===== src/rtl/bicubic_image_sampler_assert.svh =====
// ----------------------------------------------------------------------------
// Bicubic image sampler assertion macros
// Shared property forms for the concurrent checks of the sampler.
// ----------------------------------------------------------------------------
`ifndef BICUBIC_IMAGE_SAMPLER_ASSERT_SVH
`define BICUBIC_IMAGE_SAMPLER_ASSERT_SVH

// The consequent must hold in the same cycle as the antecedent.
`define BIS_ASSERT_SAME(lbl, pre, post, msg) \
    lbl: assert property (@(posedge clk) disable iff (!rst_n) (pre) |-> (post)) \
        else $error(msg);

// The consequent must hold in the cycle after the antecedent.
`define BIS_ASSERT_NEXT(lbl, pre, post, msg) \
    lbl: assert property (@(posedge clk) disable iff (!rst_n) (pre) |=> (post)) \
        else $error(msg);

`endif


===== src/rtl/bis_pkg.sv =====
// ----------------------------------------------------------------------------
// Bicubic image sampler package
// Shared constants, codes, types and width helpers.
// ----------------------------------------------------------------------------
package bis_pkg;

    localparam int DEF_MAX_WIDTH    = 256;
    localparam int DEF_MAX_HEIGHT   = 256;
    localparam int DEF_MAX_CHANNELS = 4;
    localparam int DEF_SAMPLE_BITS  = 16;
    localparam int DEF_FRAC_BITS    = 8;

    localparam int COORD_W   = 18;
    localparam int WADDR_W   = 18;
    localparam int WVAL_W    = 16;
    localparam int DIM_W     = 9;
    localparam int CHCNT_W   = 3;
    localparam int CHAN_W    = 2;
    localparam int MARGIN_W  = 8;
    localparam int OUT_W     = 26;
    localparam int CFG_IDX_W = 3;
    localparam int CFG_DAT_W = 9;
    localparam int PROD_W    = 22;

    localparam logic [CFG_IDX_W-1:0] CFG_IMAGE_WIDTH    = 3'd0;
    localparam logic [CFG_IDX_W-1:0] CFG_IMAGE_HEIGHT   = 3'd1;
    localparam logic [CFG_IDX_W-1:0] CFG_CHANNEL_COUNT  = 3'd2;
    localparam logic [CFG_IDX_W-1:0] CFG_BORDER_MARGIN  = 3'd3;
    localparam logic [CFG_IDX_W-1:0] CFG_OUTSIDE_AS_NAN = 3'd4;

    localparam logic [DIM_W-1:0]    RST_IMAGE_WIDTH    = 9'd256;
    localparam logic [DIM_W-1:0]    RST_IMAGE_HEIGHT   = 9'd256;
    localparam logic [CHCNT_W-1:0]  RST_CHANNEL_COUNT  = 3'd1;
    localparam logic [MARGIN_W-1:0] RST_BORDER_MARGIN  = 8'd0;

    localparam logic REQ_WRITE = 1'b0;
    localparam logic REQ_QUERY = 1'b1;

    typedef enum logic [2:0] {
        ST_IDLE,
        ST_CHECK,
        ST_ISSUE,
        ST_WAIT,
        ST_RESULT
    } state_t;

    typedef struct packed {
        logic valid;
        logic write;
    } op_t;

    function automatic int col_width(input int sb, input int fb);
        return sb + fb + 3;
    endfunction

    function automatic int acc_width(input int sb, input int fb);
        return col_width(sb, fb) + 3 * fb + 6;
    endfunction

endpackage


===== src/rtl/bis_cubic.sv =====
// ----------------------------------------------------------------------------
// Bicubic image sampler cubic unit
// Pipelined Keys cubic kernel evaluated in Horner form with rounding.
// ----------------------------------------------------------------------------
module bis_cubic
    import bis_pkg::*;
#(
    parameter int SAMPLE_BITS = DEF_SAMPLE_BITS,
    parameter int FRAC_BITS   = DEF_FRAC_BITS,
    parameter int CB          = col_width(SAMPLE_BITS, FRAC_BITS),
    parameter int ACC_W       = acc_width(SAMPLE_BITS, FRAC_BITS)
)
(
    input  logic                    clk,
    input  logic                    rst_n,
    input  logic                    start,
    input  logic                    xpass_in,
    input  logic signed [CB-1:0]    v [4],
    input  logic [FRAC_BITS-1:0]    frac,
    output logic                    res_valid,
    output logic                    xpass_out,
    output logic signed [ACC_W-1:0] res
);

    localparam logic signed [ACC_W-1:0] HALF_Y = ACC_W'(1) <<< (2 * FRAC_BITS);
    localparam logic signed [ACC_W-1:0] HALF_X = ACC_W'(1) <<< (3 * FRAC_BITS);

    logic signed [CB-1:0]    s0_v_reg [4];
    logic [FRAC_BITS-1:0]    s0_f_reg, s1_f_reg, s2_f_reg;
    logic [2:0]              vld_reg;
    logic [3:0]              x_reg;
    logic                    s3_vld_reg;
    logic signed [ACC_W-1:0] e0, e1, e2, e3, ka, kb, h1_next, h2_next, h3_next;
    logic signed [ACC_W-1:0] s1_h_reg, s1_d_reg, s1_m_reg;
    logic signed [ACC_W-1:0] s2_h_reg, s2_m_reg, s3_h_reg;
    logic signed [FRAC_BITS:0] f0, f1, f2;

    always_comb
    begin
        e0 = ACC_W'(s0_v_reg[0]);
        e1 = ACC_W'(s0_v_reg[1]);
        e2 = ACC_W'(s0_v_reg[2]);
        e3 = ACC_W'(s0_v_reg[3]);
        f0 = $signed({1'b0, s0_f_reg});
        f1 = $signed({1'b0, s1_f_reg});
        f2 = $signed({1'b0, s2_f_reg});
        ka = (e0 <<< 1) - ((e1 <<< 2) + e1) + (e2 <<< 2) - e3;
        kb = ((e1 - e2) <<< 1) + (e1 - e2) + e3 - e0;
        h1_next = (ka <<< FRAC_BITS) + f0 * kb;
        h2_next = (s1_d_reg <<< (2 * FRAC_BITS)) + f1 * s1_h_reg;
        h3_next = (s2_m_reg <<< (3 * FRAC_BITS + 1)) + f2 * s2_h_reg;
        if (x_reg[3])
        begin
            res = (s3_h_reg + HALF_X) >>> (3 * FRAC_BITS + 1);
        end
        else
        begin
            res = (s3_h_reg + HALF_Y) >>> (2 * FRAC_BITS + 1);
        end
    end

    always_ff @(posedge clk)
    begin
        if (start)
        begin
            s0_v_reg <= v;
            s0_f_reg <= frac;
        end
        s1_h_reg <= h1_next;
        s1_d_reg <= e2 - e0;
        s1_m_reg <= e1;
        s1_f_reg <= s0_f_reg;
        s2_h_reg <= h2_next;
        s2_m_reg <= s1_m_reg;
        s2_f_reg <= s1_f_reg;
        s3_h_reg <= h3_next;
    end

    always_ff @(posedge clk or negedge rst_n)
    begin
        if (!rst_n)
        begin
            vld_reg    <= '0;
            x_reg      <= '0;
            s3_vld_reg <= 1'b0;
        end
        else
        begin
            vld_reg    <= {vld_reg[1:0], start};
            x_reg      <= {x_reg[2:0], xpass_in && start};
            s3_vld_reg <= vld_reg[2];
        end
    end

    assign res_valid = s3_vld_reg;
    assign xpass_out = x_reg[3];

endmodule


===== config.mk =====
export PLATFORM = sky130hd
export DESIGN_NAME = bis_cubic
export DESIGN_NICKNAME = d
export VERILOG_FILES = /design/src/rtl/bicubic_image_sampler_assert.svh /design/src/rtl/bis_pkg.sv /design/src/rtl/bis_cubic.sv
export SDC_FILE = /design/constraint.sdc
export NUM_CORES = 2
export LEC_CHECK = 0
export BUFFER_PORTS_ARGS = -buffer_cell sky130_fd_sc_hd__buf_2
export CORE_MARGIN = 1.5
export CORE_UTILIZATION = 45
export CTS_CLUSTER_SIZE = 25
export DETAILED_ROUTE_END_ITERATION = 10
export GPL_TIMING_DRIVEN = 0
export PLACE_DENSITY_LB_ADDON = 0.1
export SETUP_SLACK_MARGIN = 0.2
export SLEW_MARGIN = 20
export SYNTH_ARGS = -nofsm -noshare
export SYNTH_HDL_FRONTEND = slang
export SYNTH_SLANG_ARGS = --single-unit
export TNS_END_PERCENT = 10

===== constraint.sdc =====
create_clock -name clk -period 10.45 [get_ports clk]
set_input_delay 0.5225 -clock clk [delete_from_list [all_inputs] [get_ports clk]]
set_output_delay 0.5225 -clock clk [all_outputs]
set_load 0.01 [all_outputs]

==> flow_summary_export.csv <==
group,metric,value,unit
yosys,synth_top_family_by_area,"adder cells",
layout,area_growth,12.9,%
layout,largest_reg_flops,52,
route,topRoutingLayerUsed,"met5",
floorplanning,start_util,45.4,%
sta,final_hold_viol_count,0,
route,ant_nets,0,
yosys,synth_fa_ha_area_share,47.4,%
clock_network,cts_root_buf,"clkbuf_16",
min_path,hp-class,"input pin to register",
sta,tightest_slew,1.25,ns
min_path,min_path_cells,1,
worst_setup_path,r2r_slack,-0.25,ns
global_routing,gr-usage-all-layers,24.5,%
floorplanning,die_w,351,um
sta,timing.fmax,0.0935,GHz
yosys,synth-edff-count,116,
global_routing,overflow,0,
worst_setup_path,cp.required,10.97,ns
worst_setup_path,critPathBufInv,6,
floorplanning,fp-row-count,127,
status,run_status,"complete, but fails checks",
sta,setup_viol,3,
clock_network,clock-sinks,357,
yosys,synth_cell_types,89,
floorplanning,fp.dieH,351,um
yosys,yosysWarningCount,0,
worst_setup_path,cpMaxStageDelayCell,"fa_1",
placement,place_congestion,0.889,
floorplanning,coreArea,120000,um^2
yosys,ys.flop_type,"dfxtp_1",
worst_setup_path,r2r-start,"e1[0]",
placement,io_buffer_count,178,
placement,place_hpwl,124000,um
route,first_pass_iters,6,
min_path,min-delay-start,"v[102]",
route,wl_met1,65300,um
min_path,hold-path-endpoint,"e0[21]",
global_routing,antenna_found_initial,7,
route,wl_per_cell,19.1,um
route,route.vias.total,38900,
worst_setup_path,slowest_delay,0.57,ns
worst_setup_path,cp.arrival,11.22,ns
worst_setup_path,cpMostUsedCell,"fa_1",
sta,min_period,10.70,ns
yosys,synthSimpleGateAreaFrac,14.8,%
run,drv_cap,0,
route,detailroute.wirelength.met2,71700,um
worst_setup_path,worstSetupPathType,"register to register",
clock_network,clkLatencyLatePin,0.64,ns
worst_setup_path,r2r_end,"s1_h_reg[40]",
yosys,avgSynthCellArea,9.53,um^2
floorplanning,die_area,123000,um^2
global_routing,grt_pass1_vias,41100,
route,routed-wl-met3,6610,um
global_routing,grt_pass1_wl,230000,um
yosys,synth_area,54400,um^2
sta,final-max-slew-violation-count,0,
clock_network,cts_buffers,44,
route,viasPerCell,5.03,
clock_network,cts_buffer_depth,3,
worst_setup_path,crit_fanout,10,
worst_setup_path,crit_family,"adder cells",
worst_setup_path,r2r_cells,43,
sta,setup_ws,-0.249,ns
worst_setup_path,start_kind,"register",
clock_network,cts_tree,"done",
sta,rsz0062_at_grt,"true",
yosys,synth-seq-cells,357,
layout,fin_cells,7729,
sta,slew_headroom,15.7,%
global_routing,grt_max_degree,91,
status,violations,"negative setup slack",
worst_setup_path,endpoint_kind,"register",
placement,place_inst,7502,
clock_network,clk_pin_slew,0.07,ns
sta,fin_crit_sh,102,%
layout,finalNetCount,7654,
yosys,yosys-mux-area-fraction,0.0598,%
clock_network,cts-htree-levels,2,
sta,finalClockSkew,0.0321,ns
yosys,synth_xor_area_share,4.76,%
yosys,synth_fp_nets,7290,
yosys,synth_compound_area_share,8.16,%
route,totalWireLength,148000,um
layout,drive_gt1_share,10.4,%
yosys,netlist_instances,5711,
yosys,ys_seq_area_share,15.3,%
floorplanning,io-pin-count,179,
route,drc,0,
route,first_iter_violations,1804,
yosys,postSynth.asyncResetShare,2.24,%
==> cells in the final DEF (no fill, tap or decap), types with 155 or more instances in the layout <==
cell / netlist / routed
inv_1: 1188 / 1181
fa_1: 1003 / 995
and2_1: 604 / 603
nand2_1: 518 / 505
ha_1: 456 / 429
dfxtp_1: 233 / 233
xnor2_1: 203 / 182
buf_2: 3 / 180
a21oi_1: 206 / 177
nor2_1: 162 / 155
==> cell usage after synthesis (all sizes together) (40+ instances only) <==
library cell	n	area (um^2)
a21o	94	706
and2	605	3780
inv	1189	4460
o21ai	130	662
nand3	72	360
ha	456	5710
fa	1003	20100
nand4	40	250
xor2	92	813
edfxtp	116	3480
dfxtp	233	4660
clkbuf	139	522
a21oi	210	1070
xnor2	203	1780
nor2	162	608
o21bai	41	312
nand2	518	1940
==> repair_timing <==
action                                  4_1_cts  5_1_grt
endpoints found under the setup margin       25       23
pin swaps                                   104       80
hold buffers                                  3        0
buffers inserted                            109       27
endpoints found under the hold margin        10        0
resized for setup                           177       92
==> how the worst max path moves through the flow <==
stage,start,endpoint,slack (ns),depth (start not counted)
after floorplan,e1[0],s1_h_reg[40],0.21,43
after global placement,e1[0],s1_h_reg[40],-2.34,43
after detailed placement,e1[0],s1_h_reg[40],-2.32,45
after CTS,e1[0],s1_h_reg[40],-0.28,47
after global routing,e1[0],s1_h_reg[40],-0.58,43
final,e1[0],s1_h_reg[40],-0.25,43
==> metal layers <==
| metal | vias to the layer above | GRT usage [%] |
|---|---|---|
| li1 | 18400 | - |
| met1 | 19600 | 32.1 |
| met2 | 729 | 42.3 |
| met3 | 190 | 3.06 |
| met4 | 2 | 7.48 |
| met5 | - | 0 |
==> metrics by stage <==
| step | area, um^2 | utilization (%) | worst slack [ns] | hold WS [ns] | setup TNS [ns] |
|---|---|---|---|---|---|
| floorplan | 54400 | - | 0.215 | 0.227 | 0 |
| global placement | 57300 | 47.8 | -2.34 | 0.311 | -33.28 |
| detailed placement | 57400 | 47.8 | -2.32 | 0.312 | -32.61 |
| finish | 61400 | 51.2 | -0.249 | 0.0503 | -0.406 |
| CTS | 60800 | 50.7 | -0.282 | 0.00161 | -0.874 |
| global route | 61400 | 51.2 | -0.582 | 0.0224 | -4.01 |
==> cell families after synthesis <==
group,count (synthesis)
buffers and inverters,1353
flip-flops,357
multiplexers,3
AO/OA/AOI/OAI,673
AND/OR/NAND/NOR,1571
XOR/XNOR,295
adder cells (fa/ha/maj),1459
==> cell type report <==
cell class / count / area, um^2
Fill cell: 11200 / 58500
Clock buffer: 56 / 1220
Inverter: 1190 / 4470
Multi-Input combinational cell: 4001 / 42200
Antenna cell: 6 / 15.0
Timing Repair Buffer: 318 / 2150
Clock inverter: 26 / 294
Buffer: 163 / 736
Sequential cell: 357 / 8350
Tap cell: 1612 / 2020
Power is not shown: default switching activity piles up to over one toggle a cycle in this logic, so the estimate is an artifact.
