## src/rtl/bicubic_image_sampler_assert.svh

```systemverilog
// ----------------------------------------------------------------------------
// Bicubic image sampler assertion macros
// Shared property forms for the concurrent checks of the sampler.
// ----------------------------------------------------------------------------
`ifndef BICUBIC_IMAGE_SAMPLER_ASSERT_SVH
`define BICUBIC_IMAGE_SAMPLER_ASSERT_SVH

// The consequent must hold in the same cycle as the antecedent.
`define BIS_ASSERT_SAME(lbl, pre, post, msg) \
    lbl: assert property (@(posedge clk) disable iff (!rst_n) (pre) |-> (post)) \
        else $error(msg);

// The consequent must hold in the cycle after the antecedent.
`define BIS_ASSERT_NEXT(lbl, pre, post, msg) \
    lbl: assert property (@(posedge clk) disable iff (!rst_n) (pre) |=> (post)) \
        else $error(msg);

`endif

```

## src/rtl/bis_pkg.sv

```systemverilog
// ----------------------------------------------------------------------------
// Bicubic image sampler package
// Shared constants, codes, types and width helpers.
// ----------------------------------------------------------------------------
package bis_pkg;

    localparam int DEF_MAX_WIDTH    = 256;
    localparam int DEF_MAX_HEIGHT   = 256;
    localparam int DEF_MAX_CHANNELS = 4;
    localparam int DEF_SAMPLE_BITS  = 16;
    localparam int DEF_FRAC_BITS    = 8;

    localparam int COORD_W   = 18;
    localparam int WADDR_W   = 18;
    localparam int WVAL_W    = 16;
    localparam int DIM_W     = 9;
    localparam int CHCNT_W   = 3;
    localparam int CHAN_W    = 2;
    localparam int MARGIN_W  = 8;
    localparam int OUT_W     = 26;
    localparam int CFG_IDX_W = 3;
    localparam int CFG_DAT_W = 9;
    localparam int PROD_W    = 22;

    localparam logic [CFG_IDX_W-1:0] CFG_IMAGE_WIDTH    = 3'd0;
    localparam logic [CFG_IDX_W-1:0] CFG_IMAGE_HEIGHT   = 3'd1;
    localparam logic [CFG_IDX_W-1:0] CFG_CHANNEL_COUNT  = 3'd2;
    localparam logic [CFG_IDX_W-1:0] CFG_BORDER_MARGIN  = 3'd3;
    localparam logic [CFG_IDX_W-1:0] CFG_OUTSIDE_AS_NAN = 3'd4;

    localparam logic [DIM_W-1:0]    RST_IMAGE_WIDTH    = 9'd256;
    localparam logic [DIM_W-1:0]    RST_IMAGE_HEIGHT   = 9'd256;
    localparam logic [CHCNT_W-1:0]  RST_CHANNEL_COUNT  = 3'd1;
    localparam logic [MARGIN_W-1:0] RST_BORDER_MARGIN  = 8'd0;

    localparam logic REQ_WRITE = 1'b0;
    localparam logic REQ_QUERY = 1'b1;

    typedef enum logic [2:0] {
        ST_IDLE,
        ST_CHECK,
        ST_ISSUE,
        ST_WAIT,
        ST_RESULT
    } state_t;

    typedef struct packed {
        logic valid;
        logic write;
    } op_t;

    function automatic int col_width(input int sb, input int fb);
        return sb + fb + 3;
    endfunction

    function automatic int acc_width(input int sb, input int fb);
        return col_width(sb, fb) + 3 * fb + 6;
    endfunction

endpackage

```

## src/rtl/bis_addr_pipe.sv

```systemverilog
// ----------------------------------------------------------------------------
// Bicubic image sampler address pipeline
// Forms store addresses for sample writes and neighbour reads, in order.
// ----------------------------------------------------------------------------
module bis_addr_pipe
    import bis_pkg::*;
#(
    parameter int SAMPLE_BITS = DEF_SAMPLE_BITS,
    parameter int DEPTH       = DEF_MAX_WIDTH * DEF_MAX_HEIGHT * DEF_MAX_CHANNELS,
    parameter int AW          = $clog2(DEPTH)
)
(
    input  logic                   clk,
    input  logic                   rst_n,
    input  op_t                    op_in,
    input  logic [WADDR_W-1:0]     waddr,
    input  logic [SAMPLE_BITS-1:0] wdata_in,
    input  logic [DIM_W-1:0]       ix,
    input  logic [DIM_W-1:0]       iy,
    input  logic [DIM_W-1:0]       image_width,
    input  logic [CHCNT_W-1:0]     channel_count,
    input  logic [CHAN_W-1:0]      chan,
    output op_t                    op_out,
    output logic [AW-1:0]          addr,
    output logic [SAMPLE_BITS-1:0] wdata_out
);

    localparam int RW = PROD_W + 2;
    localparam int SH = PROD_W + AW;
    localparam int MW = ((PROD_W > AW) ? PROD_W : AW) + 2;
    localparam longint RECIP = (longint'(1) <<< SH) / longint'(DEPTH);

    op_t                    s1_op_reg, s2_op_reg, s3_op_reg, s4_op_reg;
    logic [PROD_W-1:0]      s1_p_reg, s2_p_reg, s3_p_reg;
    logic [PROD_W-1:0]      s3_q_reg;
    logic [AW-1:0]          s4_addr_reg;
    logic [SAMPLE_BITS-1:0] s1_d_reg, s2_d_reg, s3_d_reg, s4_d_reg;
    logic [PROD_W-1:0]      s1_p_next, s2_p_next, s3_q_next;
    logic [PROD_W+RW-1:0]   prod;
    logic [MW-1:0]          rem, rem_fix;

    always_comb
    begin
        if (op_in.write)
        begin
            s1_p_next = PROD_W'(waddr);
        end
        else
        begin
            s1_p_next = PROD_W'(image_width) * PROD_W'(iy) + PROD_W'(ix);
        end
        if (s1_op_reg.write)
        begin
            s2_p_next = s1_p_reg;
        end
        else
        begin
            s2_p_next = s1_p_reg * PROD_W'(channel_count) + PROD_W'(chan);
        end
        prod      = (PROD_W+RW)'(s2_p_reg) * (PROD_W+RW)'(RECIP);
        s3_q_next = PROD_W'(prod >> SH);
        rem       = MW'(s3_p_reg) - MW'(s3_q_reg) * MW'(DEPTH);
        rem_fix   = (rem >= MW'(DEPTH)) ? (rem - MW'(DEPTH)) : rem;
    end

    always_ff @(posedge clk)
    begin
        s1_p_reg    <= s1_p_next;
        s1_d_reg    <= wdata_in;
        s2_p_reg    <= s2_p_next;
        s2_d_reg    <= s1_d_reg;
        s3_p_reg    <= s2_p_reg;
        s3_q_reg    <= s3_q_next;
        s3_d_reg    <= s2_d_reg;
        s4_addr_reg <= AW'(rem_fix);
        s4_d_reg    <= s3_d_reg;
    end

    always_ff @(posedge clk or negedge rst_n)
    begin
        if (!rst_n)
        begin
            s1_op_reg <= '0;
            s2_op_reg <= '0;
            s3_op_reg <= '0;
            s4_op_reg <= '0;
        end
        else
        begin
            s1_op_reg <= op_in;
            s2_op_reg <= s1_op_reg;
            s3_op_reg <= s2_op_reg;
            s4_op_reg <= s3_op_reg;
        end
    end

    assign op_out    = s4_op_reg;
    assign addr      = s4_addr_reg;
    assign wdata_out = s4_d_reg;

endmodule

```

## config.mk

```make
export PLATFORM = sky130hd
export DESIGN_NAME = bis_addr_pipe
export DESIGN_NICKNAME = d
export VERILOG_FILES = /design/src/rtl/bicubic_image_sampler_assert.svh /design/src/rtl/bis_pkg.sv /design/src/rtl/bis_addr_pipe.sv
export SDC_FILE = /design/constraint.sdc
export NUM_CORES = 1
export LEC_CHECK = 0
export BUFFER_PORTS_ARGS = -buffer_cell sky130_fd_sc_hd__buf_4
export CAP_MARGIN = 15
export CORE_UTILIZATION = 58
export DETAILED_ROUTE_END_ITERATION = 12
export PLACE_DENSITY = 0.83
export SLEW_MARGIN = 20
export SYNTH_ARGS = -nofsm -noshare
export SYNTH_HDL_FRONTEND = slang
export SYNTH_SLANG_ARGS = --single-unit
```

## constraint.sdc

```tcl
create_clock -name clk -period 3.3 [get_ports clk]
set_input_delay 0.165 -clock clk [delete_from_list [all_inputs] [get_ports clk]]
set_output_delay 0.165 -clock clk [all_outputs]
set_load 0.01 [all_outputs]
```

==> results.yml <==
clocking:
  h-tree-depth: 4
  clock_latency_ns: 0.43
  cts_root_buf: "clkbuf_16"
  cts_num_sinks: 144
  cts_tree: "built"
  cts_made_buffers: 17
  clk_pin_slew_ns: 0.07
  cts_buffer_depth: 2
timing:
  fin_crit_ns: 4.285
  max_clock_freq_mhz: 233.4
  worst_slack_ns: -0.9846
  rsz0062_at_grt: "true"
  holdWs_ns: 0.03804
  setup_viol_count_final: 16
  worst_pin_slew_ns: 0.7517
  hold_viol_final: 0
  drv_slew: 0
  setup_tns_ns: -9.143
  maxSlewHeadroom_pct: 49.88
  post-route-period-util_pct: 129.8
  finClkSkew_ns: 0.01010
critical_path:
  r2r-start: "s1_p_reg[0]"
  cp-start-kind: "input pin"
  critical_path.slowest_cell: "fa_1"
  end_kind: "flip-flop"
  critPathKind: "in2reg"
  rr_endpoint: "s2_p_reg[15]"
  crit_family: "adder cells"
  cp_common_cell: "fa_1"
  cp_num_cells: 19
  r2r_slack_ns: -0.16
  crit_start: "iy[0]"
  slowest_delay_ns: 0.55
  crit_chain: "buf_8 -> nand2_4 -> fa_1 -> inv_2 -> fa_1 -> inv_1 -> fa_1 -> inv_2 -> fa_1 -> inv_1 -> fa_1 -> inv_2 -> ha_4 -> a211oi_2 -> o211ai_1 -> a221oi_2 -> a21oi_1 -> xor2_1 -> mux2_2"
  crit_fanout: 4
  crit_path_end: "s1_p_reg[14]"
  path_buf_inv: 6
  rr_worst_depth: 12
  crit_required_ns: 3.61
  arrival_ns: 4.59
floorplanning:
  die_y_um: 119.3
  dieArea_um2: 14230
  num_io_pins: 106
  initial_utilization_pct: 59.77
  die_w_um: 119.3
  fp.coreArea_um2: 13350
  core.rowCount: 42
synthesis:
  synth_cells: 772
  synth_edf_count: 0
  synth.distinct_cells: 51
  yosysWarnings: 0
  synth_nets: 1000
  avgSynthCellArea_um2: 10.33
  syn_area_um2: 7978
  async_flop_share_pct: 5.556
  ys_seq_elements: 144
  ys_seq_area_share_pct: 36.64
  ys.flop_type: "dfxtp_1"
finish:
  multi_input_area_um2: 5006
  ff_latch_area_um2: 2927
  fillCellCount: 711
  final_cell_mix: "buf_4 (166), dfxtp_1 (133), nand2_1 (96), inv_1 (79), ha_1 (73)"
  design_area_um2: 10900
  areaGrowthSynthToFinish_pct: 36.62
  drive_gt1_share_pct: 30.42
  fin_nets: 1221
  final_common_cell: "buf_4"
power_and_ir_drop:
  clkPwrFrac_pct: 18.0
  swShare_pct: 41.48
  internal-power_w: 0.006199
  comb_power_share_pct: 59.0
  vdd_drop_max_mv: 0.5422
  seq_power_share_pct: 23.0
  power.density_nw_per_um2: 971.8
  power_switching_w: 0.004393
  leakagePower_nw: 5.353
hold_path:
  holdPathStages: 1
  hp-class: "in2reg"
placed_design:
  hpwl_mm: 13.09
  place_congestion: 0.8690
  port_buffers: 105
  place_area_um2: 9590
  dp_worst_setup_slack_ns: -1.471
grt:
  grt_first_pass_wirelength_mm: 32.40
  overflow: 0
  grt_usage_pct: 29.38
  first_global_vias: 6866
  grt_max_degree: 31
  antenna_found_initial: 1
status:
  status: "finished with violations"
  violations: "setup timing"
drt:
  drc: 0
  wl_mm: 21.83
  via_per_inst: 5.605
  wl_per_cell_um: 18.45
  ant_nets: 0
  drtPass1Iterations: 7
  initialDrtViolationCount: 513
  num_vias: 6631
run:
  drv_cap: 0
through the flow:
stage                     util [%]  total power, W  std cells
after global placement       71.85        0.007385       1106
after CTS                    80.11        0.009843       1178
after floorplan                  -        0.005945        772
final                        81.66         0.01059       1183
after detailed placement     71.85        0.007587       1106
after global routing         81.66         0.01122       1183
cells in the mapped netlist, drive strengths merged, types with 3 or more instances:
| library cell | instances | area share [%] |
|---|---|---|
| dfxtp | 136 | 34 |
| nand2 | 108 | 5.1 |
| inv | 91 | 4.3 |
| ha | 87 | 14 |
| fa | 71 | 18 |
| and2 | 57 | 4.5 |
| o21ai | 35 | 2.2 |
| nor2 | 24 | 1.1 |
| a21o | 17 | 1.6 |
| a21oi | 17 | 1.1 |
| xnor2 | 16 | 1.8 |
| clkbuf | 15 | 0.71 |
| xor2 | 12 | 1.3 |
| mux2 | 11 | 1.6 |
| a211oi | 9 | 0.85 |
| dfrtp | 8 | 2.5 |
| nand4 | 6 | 0.47 |
| nand3 | 5 | 0.31 |
| o211ai | 4 | 0.38 |
| o221ai | 4 | 0.60 |
| a221oi | 3 | 0.49 |
| a31o | 3 | 0.33 |
| a31oi | 3 | 0.24 |
power groups by stage:
| stage | Combinational (W) | Sequential, W | Clock, W |
|---|---|---|---|
| finish | 0.00625 | 0.00244 | 0.00191 |
| global route | 0.00674 | 0.00248 | 0.00200 |
| CTS | 0.00554 | 0.00241 | 0.00189 |
| detailed placement | 0.00516 | 0.00243 | 0 |
| global placement | 0.00498 | 0.00241 | 0 |
| floorplan | 0.00352 | 0.00243 | 0 |
logic make-up after synthesis:
family | after synthesis | synth area share (%)
flip-flops | 144 | 36.64
AO/OA/AOI/OAI | 111 | 9.536
XOR/XNOR | 28 | 3.074
multiplexers | 13 | 1.804
adder cells (fa/ha/maj) | 158 | 31.46
buffers and inverters | 108 | 5.191
AND/OR/NAND/NOR | 210 | 12.30
metal layers:
layer  global-route usage (%)  vias up  wire (um)
met3                    5.172      123       1158
met4                    15.82        0       1149
met1                    30.89     3201       7912
met2                    55.12      338      11610
li1                         -     2969          -
met5                        0        -          0
cell type report:
| type | count | area share, % |
|---|---|---|
| diodes | 1 | 0.02296 |
| clock buffers | 17 | 3.903 |
| clock inverters | 15 | 1.515 |
| inverters | 91 | 3.157 |
| multi-input cells | 520 | 45.93 |
| flip-flops and latches | 144 | 26.85 |
| well taps | 176 | 2.020 |
| repair buffers | 219 | 16.60 |
worst min-delay path by stage:
stage                   from           end  slack, ns
finish              op_in[0]  s1_op_reg[0]       0.04
global placement       rst_n     op_out[0]      -0.01
CTS                 op_in[0]  s1_op_reg[0]       0.02
global route        op_in[0]  s1_op_reg[0]       0.04
detailed placement     rst_n     op_out[1]     -0.008
floorplan              rst_n     op_out[0]      -0.13
repair_timing:
item / in CTS / in global routing
endpoints found under the setup margin: 14 / 19
setup buffers: 4 / 4
endpoints found under the hold margin: 43 / 0
gates resized for setup: 37 / 35
hold buffers: 36 / 0
pin swaps: 23 / 29
Power figures use the tool's default switching activity.
